`src/sv/lsat_pkg.sv`:
```
// shared types, constants and helpers of the line stream ack phase tracker
package lsat_pkg;

  // width of the job total and of the line counters
  localparam int unsigned COUNT_BITS = 24;
  // fixed widths of the request and result fields
  localparam int unsigned LINE_BITS  = 24;
  localparam int unsigned OUT_BITS   = 24;
  localparam int unsigned CMD_BITS   = 4;
  localparam int unsigned KIND_BITS  = 3;
  localparam int unsigned PHASE_BITS = 3;

  typedef logic [COUNT_BITS-1:0] count_t;
  typedef logic [OUT_BITS-1:0]   out_count_t;

  typedef enum logic [CMD_BITS-1:0] {
    CMD_START      = 4'd0,
    CMD_LINE       = 4'd1,
    CMD_REPLY      = 4'd2,
    CMD_FAIL       = 4'd3,
    CMD_PAUSE      = 4'd4,
    CMD_RESUME     = 4'd5,
    CMD_CANCEL     = 4'd6,
    CMD_CHECK      = 4'd7,
    CMD_DISCONNECT = 4'd8
  } cmd_e;

  typedef enum logic [KIND_BITS-1:0] {
    REPLY_OK      = 3'd0,
    REPLY_ERROR   = 3'd1,
    REPLY_ALARM   = 3'd2,
    REPLY_STATUS  = 3'd3,
    REPLY_INFO    = 3'd4,
    REPLY_UNKNOWN = 3'd5
  } reply_e;

  typedef enum logic [PHASE_BITS-1:0] {
    PH_IDLE     = 3'd0,
    PH_RUN      = 3'd1,
    PH_PAUSE    = 3'd2,
    PH_CANCEL   = 3'd3,
    PH_COMPLETE = 3'd4,
    PH_ERROR    = 3'd5,
    PH_ALARM    = 3'd6
  } phase_e;

  // one registered request
  typedef struct packed {
    cmd_e                 command;
    logic [LINE_BITS-1:0] job_lines;
    reply_e               reply_kind;
  } req_t;

  // one result item
  typedef struct packed {
    phase_e     phase;
    out_count_t written;
    out_count_t acked;
    out_count_t in_flight;
    logic       may_feed;
    logic       may_resume;
    logic       terminal;
    logic       accepted;
  } result_t;

  // job total from the request field, zero extended or truncated
  function automatic count_t lines_to_count(input logic [LINE_BITS-1:0] v);
    logic [LINE_BITS+COUNT_BITS-1:0] ext;
    ext = {{COUNT_BITS{1'b0}}, v};
    return ext[COUNT_BITS-1:0];
  endfunction

  // counter shown in the low result bits
  function automatic out_count_t count_to_out(input count_t v);
    logic [OUT_BITS+COUNT_BITS-1:0] ext;
    ext = {{OUT_BITS{1'b0}}, v};
    return ext[OUT_BITS-1:0];
  endfunction

endpackage

```
`src/sv/lsat_in_stage.sv`:
```
// request input register with valid/ready handshake
module lsat_in_stage (
  input  logic                            clk_i,
  input  logic                            rst_ni,
  input  logic                            in_valid_i,
  output logic                            in_ready_o,
  input  logic [lsat_pkg::CMD_BITS-1:0]   command_i,
  input  logic [lsat_pkg::LINE_BITS-1:0]  job_lines_i,
  input  logic [lsat_pkg::KIND_BITS-1:0]  reply_kind_i,
  input  logic                            take_i,
  output logic                            req_valid_o,
  output lsat_pkg::req_t                  req_o
);
  import lsat_pkg::*;

  logic valid_q, valid_d;
  req_t req_q;

  assign in_ready_o = !valid_q || take_i;
  assign valid_d    = in_ready_o ? in_valid_i : valid_q;

  always_ff @(posedge clk_i or negedge rst_ni) begin
    if (!rst_ni) begin
      valid_q <= 1'b0;
    end else begin
      valid_q <= valid_d;
    end
  end

  // payload needs no reset
  always_ff @(posedge clk_i) begin
    if (in_valid_i && in_ready_o) begin
      req_q.command    <= cmd_e'(command_i);
      req_q.job_lines  <= job_lines_i;
      req_q.reply_kind <= reply_e'(reply_kind_i);
    end
  end

  assign req_valid_o = valid_q;
  assign req_o       = req_q;

endmodule

```
`src/sv/lsat_state.sv`:
```
// phase and line counter state with the per request update logic
module lsat_state (
  input  logic              clk_i,
  input  logic              rst_ni,
  input  logic              step_i,
  input  lsat_pkg::req_t    req_i,
  output lsat_pkg::result_t res_o
);
  import lsat_pkg::*;

  phase_e phase_q, phase_d;
  count_t total_q, total_d;
  count_t written_q, written_d;
  count_t acked_q, acked_d;
  logic   accepted;
  logic   feed_now;
  logic   active_now;
  count_t diff;

  assign feed_now   = (phase_q == PH_RUN) && (written_q < total_q);
  assign active_now = (phase_q == PH_RUN) || (phase_q == PH_PAUSE) ||
                      (phase_q == PH_CANCEL);

  // command decode
  always_comb begin
    phase_d   = phase_q;
    total_d   = total_q;
    written_d = written_q;
    acked_d   = acked_q;
    accepted  = 1'b0;
    unique case (req_i.command)
      CMD_START: begin
        phase_d   = PH_RUN;
        total_d   = lines_to_count(req_i.job_lines);
        written_d = '0;
        acked_d   = '0;
      end
      CMD_LINE: begin
        if (feed_now) begin
          written_d = written_q + count_t'(1);
        end
      end
      CMD_REPLY: begin
        unique case (req_i.reply_kind)
          REPLY_OK: begin
            if (acked_q < written_q) begin
              acked_d = acked_q + count_t'(1);
            end
          end
          REPLY_ERROR: phase_d = PH_ERROR;
          REPLY_ALARM: phase_d = PH_ALARM;
          default: ;
        endcase
      end
      CMD_FAIL: phase_d = PH_ERROR;
      CMD_PAUSE: begin
        if (phase_q == PH_RUN) begin
          phase_d = PH_PAUSE;
        end
      end
      CMD_RESUME: begin
        if (phase_q == PH_PAUSE) begin
          phase_d  = PH_RUN;
          accepted = 1'b1;
        end
      end
      CMD_CANCEL: begin
        if ((phase_q == PH_RUN) || (phase_q == PH_PAUSE)) begin
          phase_d  = PH_CANCEL;
          accepted = 1'b1;
        end
      end
      CMD_CHECK: begin
        if (active_now && (written_q >= total_q) && (acked_q >= total_q)) begin
          phase_d = PH_COMPLETE;
        end
      end
      CMD_DISCONNECT: begin
        phase_d   = PH_IDLE;
        total_d   = '0;
        written_d = '0;
        acked_d   = '0;
      end
      default: ;
    endcase
  end

  always_ff @(posedge clk_i or negedge rst_ni) begin
    if (!rst_ni) begin
      phase_q   <= PH_IDLE;
      total_q   <= '0;
      written_q <= '0;
      acked_q   <= '0;
    end else if (step_i) begin
      phase_q   <= phase_d;
      total_q   <= total_d;
      written_q <= written_d;
      acked_q   <= acked_d;
    end
  end

  // result shows the state after this request
  assign diff = (written_d > acked_d) ? (written_d - acked_d) : '0;

  always_comb begin
    res_o.phase      = phase_d;
    res_o.written    = count_to_out(written_d);
    res_o.acked      = count_to_out(acked_d);
    res_o.in_flight  = count_to_out(diff);
    res_o.may_feed   = (phase_d == PH_RUN) && (written_d < total_d);
    res_o.may_resume = (phase_d == PH_PAUSE);
    res_o.terminal   = (phase_d == PH_COMPLETE) || (phase_d == PH_ERROR) ||
                       (phase_d == PH_ALARM);
    res_o.accepted   = accepted;
  end

`ifndef ASSERT_OFF
  a_acked_le_written: assert property (@(posedge clk_i) disable iff (!rst_ni)
    acked_q <= written_q)
    else $error("acked count above written count");

  a_written_le_total: assert property (@(posedge clk_i) disable iff (!rst_ni)
    written_q <= total_q)
    else $error("written count above job total");

  a_accept_phase: assert property (@(posedge clk_i) disable iff (!rst_ni)
    step_i && res_o.accepted |=> (phase_q == PH_RUN) || (phase_q == PH_CANCEL))
    else $error("accepted request left wrong phase");

  a_complete_counts: assert property (@(posedge clk_i) disable iff (!rst_ni)
    step_i && (phase_q != PH_COMPLETE) && (phase_d == PH_COMPLETE)
    |=> (written_q >= total_q) && (acked_q >= total_q))
    else $error("complete with lines outstanding");
`endif

endmodule

```
`src/sv/lsat_out_stage.sv`:
```
// result register with valid/ready handshake
module lsat_out_stage (
  input  logic              clk_i,
  input  logic              rst_ni,
  input  logic              res_valid_i,
  input  lsat_pkg::result_t res_i,
  output logic              take_o,
  output logic              out_valid_o,
  input  logic              out_ready_i,
  output lsat_pkg::result_t res_o
);
  import lsat_pkg::*;

  logic    valid_q, valid_d;
  result_t res_q;

  assign take_o  = !valid_q || out_ready_i;
  assign valid_d = take_o ? res_valid_i : valid_q;

  always_ff @(posedge clk_i or negedge rst_ni) begin
    if (!rst_ni) begin
      valid_q <= 1'b0;
    end else begin
      valid_q <= valid_d;
    end
  end

  always_ff @(posedge clk_i) begin
    if (res_valid_i && take_o) begin
      res_q <= res_i;
    end
  end

  assign out_valid_o = valid_q;
  assign res_o       = res_q;

endmodule

```
`src/sv/line_stream_ack_phase_tracker.sv`:
```
// top level of the line stream ack phase tracker
// a request is held in the request register, and its result is then held in the result register
// throughput: one request per cycle, sustained while out_ready_i stays high
// the state update sits between the request register and the result register
// reset (rst_ni low, asynchronous) clears both valid flags and sets phase idle, counts zero
module line_stream_ack_phase_tracker (
  input  logic                             clk_i,
  input  logic                             rst_ni,
  // request channel
  input  logic                             in_valid_i,
  output logic                             in_ready_o,
  input  logic [lsat_pkg::CMD_BITS-1:0]    command_i,
  input  logic [lsat_pkg::LINE_BITS-1:0]   job_lines_i,
  input  logic [lsat_pkg::KIND_BITS-1:0]   reply_kind_i,
  // result channel
  output logic                             out_valid_o,
  input  logic                             out_ready_i,
  output logic [lsat_pkg::PHASE_BITS-1:0]  phase_now_o,
  output logic [lsat_pkg::OUT_BITS-1:0]    written_count_o,
  output logic [lsat_pkg::OUT_BITS-1:0]    acked_count_o,
  output logic [lsat_pkg::OUT_BITS-1:0]    in_flight_o,
  output logic                             may_feed_o,
  output logic                             may_resume_o,
  output logic                             terminal_o,
  output logic                             accepted_o
);
  import lsat_pkg::*;

  // registered request and its valid flag
  logic    req_valid;
  req_t    req;
  // result register can take a new item this cycle
  logic    take;
  // result computed from the registered request and current state
  result_t res_next;
  result_t res;

  // request stage: refills whenever the result register moves
  lsat_in_stage u_in (
    .clk_i        (clk_i),
    .rst_ni       (rst_ni),
    .in_valid_i   (in_valid_i),
    .in_ready_o   (in_ready_o),
    .command_i    (command_i),
    .job_lines_i  (job_lines_i),
    .reply_kind_i (reply_kind_i),
    .take_i       (take),
    .req_valid_o  (req_valid),
    .req_o        (req)
  );

  // state commits exactly when the request moves into the result register,
  // so back to back requests always see the state left by the one before
  lsat_state u_state (
    .clk_i  (clk_i),
    .rst_ni (rst_ni),
    .step_i (req_valid && take),
    .req_i  (req),
    .res_o  (res_next)
  );

  // result stage: holds a finished result while the consumer stalls
  lsat_out_stage u_out (
    .clk_i       (clk_i),
    .rst_ni      (rst_ni),
    .res_valid_i (req_valid),
    .res_i       (res_next),
    .take_o      (take),
    .out_valid_o (out_valid_o),
    .out_ready_i (out_ready_i),
    .res_o       (res)
  );

  // unpack the result onto its ports
  assign phase_now_o     = res.phase;
  assign written_count_o = res.written;
  assign acked_count_o   = res.acked;
  assign in_flight_o     = res.in_flight;
  assign may_feed_o      = res.may_feed;
  assign may_resume_o    = res.may_resume;
  assign terminal_o      = res.terminal;
  assign accepted_o      = res.accepted;

`ifndef ASSERT_OFF
  a_stall_holds: assert property (@(posedge clk_i) disable iff (!rst_ni)
    out_valid_o && !out_ready_i |=> out_valid_o && $stable(res))
    else $error("result changed while stalled");

  a_req_to_result: assert property (@(posedge clk_i) disable iff (!rst_ni)
    req_valid && take |=> out_valid_o)
    else $error("request lost between stages");

  a_feed_running: assert property (@(posedge clk_i) disable iff (!rst_ni)
    out_valid_o && may_feed_o |-> res.phase == PH_RUN)
    else $error("feed allowed outside running");
`endif

endmodule
```
`config.mk`:
```
export PLATFORM = sky130hd
export DESIGN_NAME = line_stream_ack_phase_tracker
export DESIGN_NICKNAME = d
export VERILOG_FILES = /design/src/sv/lsat_pkg.sv /design/src/sv/lsat_in_stage.sv /design/src/sv/lsat_state.sv /design/src/sv/lsat_out_stage.sv /design/src/sv/line_stream_ack_phase_tracker.sv
export SDC_FILE = /design/constraint.sdc
export NUM_CORES = 1
export LEC_CHECK = 0
export ABC_AREA = 1
export CAP_MARGIN = 20
export CELL_PAD_IN_SITES_DETAIL_PLACEMENT = 0
export CELL_PAD_IN_SITES_GLOBAL_PLACEMENT = 2
export CORE_MARGIN = 2
export CORE_UTILIZATION = 31
export DETAILED_ROUTE_END_ITERATION = 8
export DONT_BUFFER_PORTS = 1
export PLACE_DENSITY = 0.77
export SYNTH_ARGS = -nofsm -noshare
export SYNTH_HDL_FRONTEND = slang
export SYNTH_SLANG_ARGS = --single-unit
```
`constraint.sdc`:
```
create_clock -name clk_i -period 6.75 [get_ports clk_i]
set_input_delay 0 -clock clk_i [delete_from_list [all_inputs] [get_ports clk_i]]
set_output_delay 0 -clock clk_i [all_outputs]
set_load 0.01 [all_outputs]
```
==> summary.txt <==
Status
  – Run status: finished, final reports clean

Floorplanning
  – Core Area: between 30000 and 40000 um^2
  – Standard-cell row count: 73
  – Overall die width: a little over 200 um
  – Area of the die: about 41000 um^2
  – Initial standard-cell utilization of the core: a little under a third
  – Io pins: 116
  – Chip Height: 203 um

Clock tree
  – Reg clk slew, reported paths: 80 ps
  – Buffer depth of the longest clock path: 2
  – Number of buffers added by the clock tree synthesis step: 17
  – Setup fix buffers added after clock tree synthesis: 0
  – Clock root buffer: sky130_fd_sc_hd__clkbuf_16
  – Clock Latency Late Sink: around 460 ps
  – Count of instances resized after the clock tree is built: 0
  – Maximum level of the CTS H-tree: 4
  – Sink Count: 187
  – CTS tree: done

Synth
  – Mean Syn Cell Area: between 8 and 9 um^2
  – Async S/R FF share, synth: 41.2%
  – Most numerous cell in the Yosys netlist: sky130_fd_sc_hd__nand2_1
  – Count of cell types in the netlist: 53
  – Number of warnings issued by yosys: 0
  – Number of flops mapped to enable cells by yosys: 110
  – Post-synthesis instance area: about 12000 um^2
  – Gate count after technology mapping: about 1500
  – Library cell with the largest summed area after synthesis: sky130_fd_sc_hd__edfxtp_1
  – Number of nets produced by synthesis: 1672
  – Commonest cells in the synthesized netlist: 355 x sky130_fd_sc_hd__nand2_1, 235 x sky130_fd_sc_hd__inv_1, 155 x sky130_fd_sc_hd__o21ai_0, 118 x sky130_fd_sc_hd__ha_1, 110 x sky130_fd_sc_hd__edfxtp_1
  – Top-area cell type share of the netlist area: between 20% and 30%
  – Sequential cell area fraction in the yosys report: approximately 42%
  – Prevailing post-synth register cell: sky130_fd_sc_hd__edfxtp_1
  – Synth Register Bits: 187
  – Ranking of synthesized cells by area: sky130_fd_sc_hd__edfxtp_1 27%, sky130_fd_sc_hd__dfrtp_1 16%, sky130_fd_sc_hd__ha_1 12%

Critical path
  – Endpoint arrival time on the critical path: around 5400 ps
  – Worst path cell trace: nor2_4, inv_2, nor3_4, inv_1, nor2_1, nand2_1, inv_1, nand2_1, o21ai_0, ha_1, a21oi_1, o21ai_0, a21oi_1, o21ai_2, nand2_1, nand2_2, nand2_1, nand2_2, nand2_4, a21oi_1
  – Setup slack on the worst flop-to-flop path: approximately 1600 ps
  – Worst-path cell with the longest stage delay: sky130_fd_sc_hd__o21ai_0
  – CP peak stage delay: 840 ps
  – Worst setup EP type: flop
  – Biggest fanout along the worst timing path: 26
  – Most common cell type on the critical path: sky130_fd_sc_hd__nand2_1
  – Worst r2r path cells: 20
  – CP Data Required Time: a little under 7000 ps
  – Critical register-to-register path startpoint: u_in.req_o[29]$_DFFE_PP_
  – Critical path startpoint category: flop
  – Startpoint-to-endpoint class of the critical path: reg -> reg
  – FF-to-FF End: u_out.res_o[11]$_SDFFCE_PP0P_

STA
  – Endpoints failing hold: 0
  – Final setup margin: ~1600 ps
  – Period minus WS final: between 5000 and 6000 ps
  – Worst slew margin relative to its limit: ~22%
  – Final period util: about three quarters
  – Sum of negative setup slack: 0 ps
  – Highest attainable clock frequency: a little under 200 MHz
  – Final setup violation count: 0
  – Total count of max-transition violations in the final report: 0
  – RSZ-0062 raised after global routing: false
  – Largest clock skew in the final design: between 10 and 15 ps
  – Worst-margin pin slew: 1160 ps
  – Worst hold slack: ~110 ps

Placement
  – Hpwl dp: around 30 mm
  – # placed instances: roughly 2000
  – DP Worst Slack: 1600 ps
  – Placer Congestion: about 0.84
  – Cell area after placement: between 10000 and 15000 um^2
  – Buffers added on ports: 0

Power and ir drop
  – Design Power: roughly 6.3 mW
  – Clock power share: between 10% and 20%
  – Combinational fraction of design power: between 50 and 60%
  – Switching power share of the total: between 40% and 50%
  – Part of the power in registers: a little under a third
  – Worst voltage drop across the vdd grid: roughly 0.21 mV
  – Switching power total: a little over 3 mW
  – Leakage power: slightly above 6 nW
  – Cell Pwr Density: ~450 nW/um^2
  – Pint: between 3 and 4 mW

Routing
  – Highest Signal Layer: met4
  – Number of vias per cell after detailed routing: about 4.9
  – Iteration-0 DRC count of the detailed router: about 530
  – Total detailed-routing wirelength: about 38 mm
  – Remaining antenna violation count: 0
  – M1 wire length: roughly 18 mm
  – Drt first pass iters: 4
  – WL per Instance: ~18 um
  – Routed length on met3: around 1.5 mm
  – Routed wire length on met2: 17.3 mm
  – Drt drc: 0
  – Vias after detailed routing: between 10000 and 15000

Hold path
  – Type of the most critical hold path: in -> async

Final layout
  – Count of antenna diodes in the layout: 0
  – Number of standard cells in the layout, taps in and fillers out: around 2100
  – NumNets Final: 1715
  – Share of post-route cells with drive strength above 1: about 7.3%
  – Final Util: about a third
  – Relative area change from synthesis to final layout: 13.2%
  – Layout Cell Area excl Fill: between 10000 and 15000 um^2

Global routing
  – All-layer global routing usage: 19.0%
  – First-pass GRT wire length: between 50 and 60 mm
  – Number of global-route vias before repair: 9969
  – Remaining global-route overflow: 0
  – Antenna violations before repair: 0
  – Maximum number of pins on one net before global-route repair: between 100 and 150

Run
  – Max Cap Viol: 0
==> layer usage <==
metal  vias to the layer above  global-route usage [%]
met5                         -                       0
met4                         0                    4.56
met3                        20                    3.76
met2                       207                    30.6
met1                      4817                    26.1
li1                       5152                       -
==> layout make-up <==
class	instances	area, um^2
clock inverter	15	136
clock buffer	17	425
multi-input combinational	1059	6060
timing repair buffer	55	543
tap	525	657
inverter	241	911
sequential	187	5230
fill	4181	25600
==> cells in the final DEF (no fill, tap or decap), types with 3 or more instances in the layout <==
cell / count
sky130_fd_sc_hd__a21oi_2: 9
sky130_fd_sc_hd__inv_1: 233
sky130_fd_sc_hd__nand2_2: 5
sky130_fd_sc_hd__nor2_4: 5
sky130_fd_sc_hd__a21oi_1: 73
sky130_fd_sc_hd__inv_6: 5
sky130_fd_sc_hd__nand4_1: 29
sky130_fd_sc_hd__nand2_4: 5
sky130_fd_sc_hd__o21ai_2: 3
sky130_fd_sc_hd__nand3_1: 101
sky130_fd_sc_hd__nor2_1: 91
sky130_fd_sc_hd__clkbuf_16: 17
sky130_fd_sc_hd__xor2_1: 7
sky130_fd_sc_hd__a211oi_1: 5
sky130_fd_sc_hd__inv_2: 5
sky130_fd_sc_hd__nor2_2: 16
sky130_fd_sc_hd__clkinv_4: 3
sky130_fd_sc_hd__o211ai_1: 3
sky130_fd_sc_hd__o2111ai_1: 3
sky130_fd_sc_hd__nor3_1: 27
sky130_fd_sc_hd__ha_1: 118
sky130_fd_sc_hd__dfrtp_1: 77
sky130_fd_sc_hd__nand2_1: 355
sky130_fd_sc_hd__clkinv_1: 3
sky130_fd_sc_hd__nor3_2: 3
sky130_fd_sc_hd__o21ai_0: 155
sky130_fd_sc_hd__nor4_1: 5
sky130_fd_sc_hd__edfxtp_1: 110
sky130_fd_sc_hd__dlygate4sd3_1: 36
sky130_fd_sc_hd__nand3_2: 3
sky130_fd_sc_hd__buf_4: 17
sky130_fd_sc_hd__a21o_1: 5
sky130_fd_sc_hd__a31oi_1: 5
sky130_fd_sc_hd__o22ai_1: 3
==> power by group through the flow <==
stage	sequential [mW]	combinational, mW	clock (mW)
2_1_floorplan	1.89	2.53	0
3_3_place_gp	2.01	3.34	0
3_5_place_dp	2.01	3.36	0
4_1_cts	1.98	3.41	1.02
5_1_grt	2.03	3.89	1.06
6_report	1.98	3.37	0.992
==> worst max path at each step <==
stage                                 startpoint                             to  slack, ps  cells past startpoint
3_3_place_gp   u_state.written_q[18]$_DFFE_PN0P_   u_out.res_o[7]$_SDFFCE_PP0P_       1640                     26
5_1_grt          u_state.total_q[23]$_DFFE_PN0P_  u_out.res_o[14]$_SDFFCE_PP0P_       1040                     26
2_1_floorplan  u_state.written_q[15]$_DFFE_PN0P_  u_out.res_o[21]$_SDFFCE_PP0P_       2790                     23
3_5_place_dp            u_in.req_o[29]$_DFFE_PP_  u_out.res_o[11]$_SDFFCE_PP0P_       1600                     20
6_report                u_in.req_o[29]$_DFFE_PP_  u_out.res_o[11]$_SDFFCE_PP0P_       1590                     20
4_1_cts                 u_in.req_o[29]$_DFFE_PP_  u_out.res_o[11]$_SDFFCE_PP0P_       1570                     20
==> logic make-up after synthesis <==
| group | count (synthesis) | synth area share (%) |
|---|---|---|
| AO/OA/AOI/OAI | 273 | 12.2 |
| XOR/XNOR | 9 | 0.639 |
| adder cells (fa/ha/maj) | 119 | 12.1 |
| buffers and inverters | 272 | 8.49 |
| flip-flops | 187 | 42.4 |
| multiplexers | 2 | 0.172 |
| AND/OR/NAND/NOR | 656 | 24.0 |
==> critical path, delay by kind of cell (launching register included) <==
kind                     cells  cell delay, ps
AO/OA/AOI/OAI                6            1570
adder cells (fa/ha/maj)      1             450
buffers and inverters        3             370
flip-flops                   1             490
AND/OR/NAND/NOR             10            1980
==> sequential cells by signal, summed over array words and instances (netlist names) <==
register           cells
u_in.req_valid_o       1
u_out.out_valid_o      1
u_state.written_q     24
u_in.req_o            31
u_state.phase_q        3
u_out.res_o           79
u_state.total_q       24
u_state.acked_q       24
==> what timing repair did <==
item,in CTS,in global routing
hold buffers,37,0
endpoints found under the hold margin,110,0
endpoints found under the setup margin,0,0
Note: power is estimated with default switching activity, not from simulation.
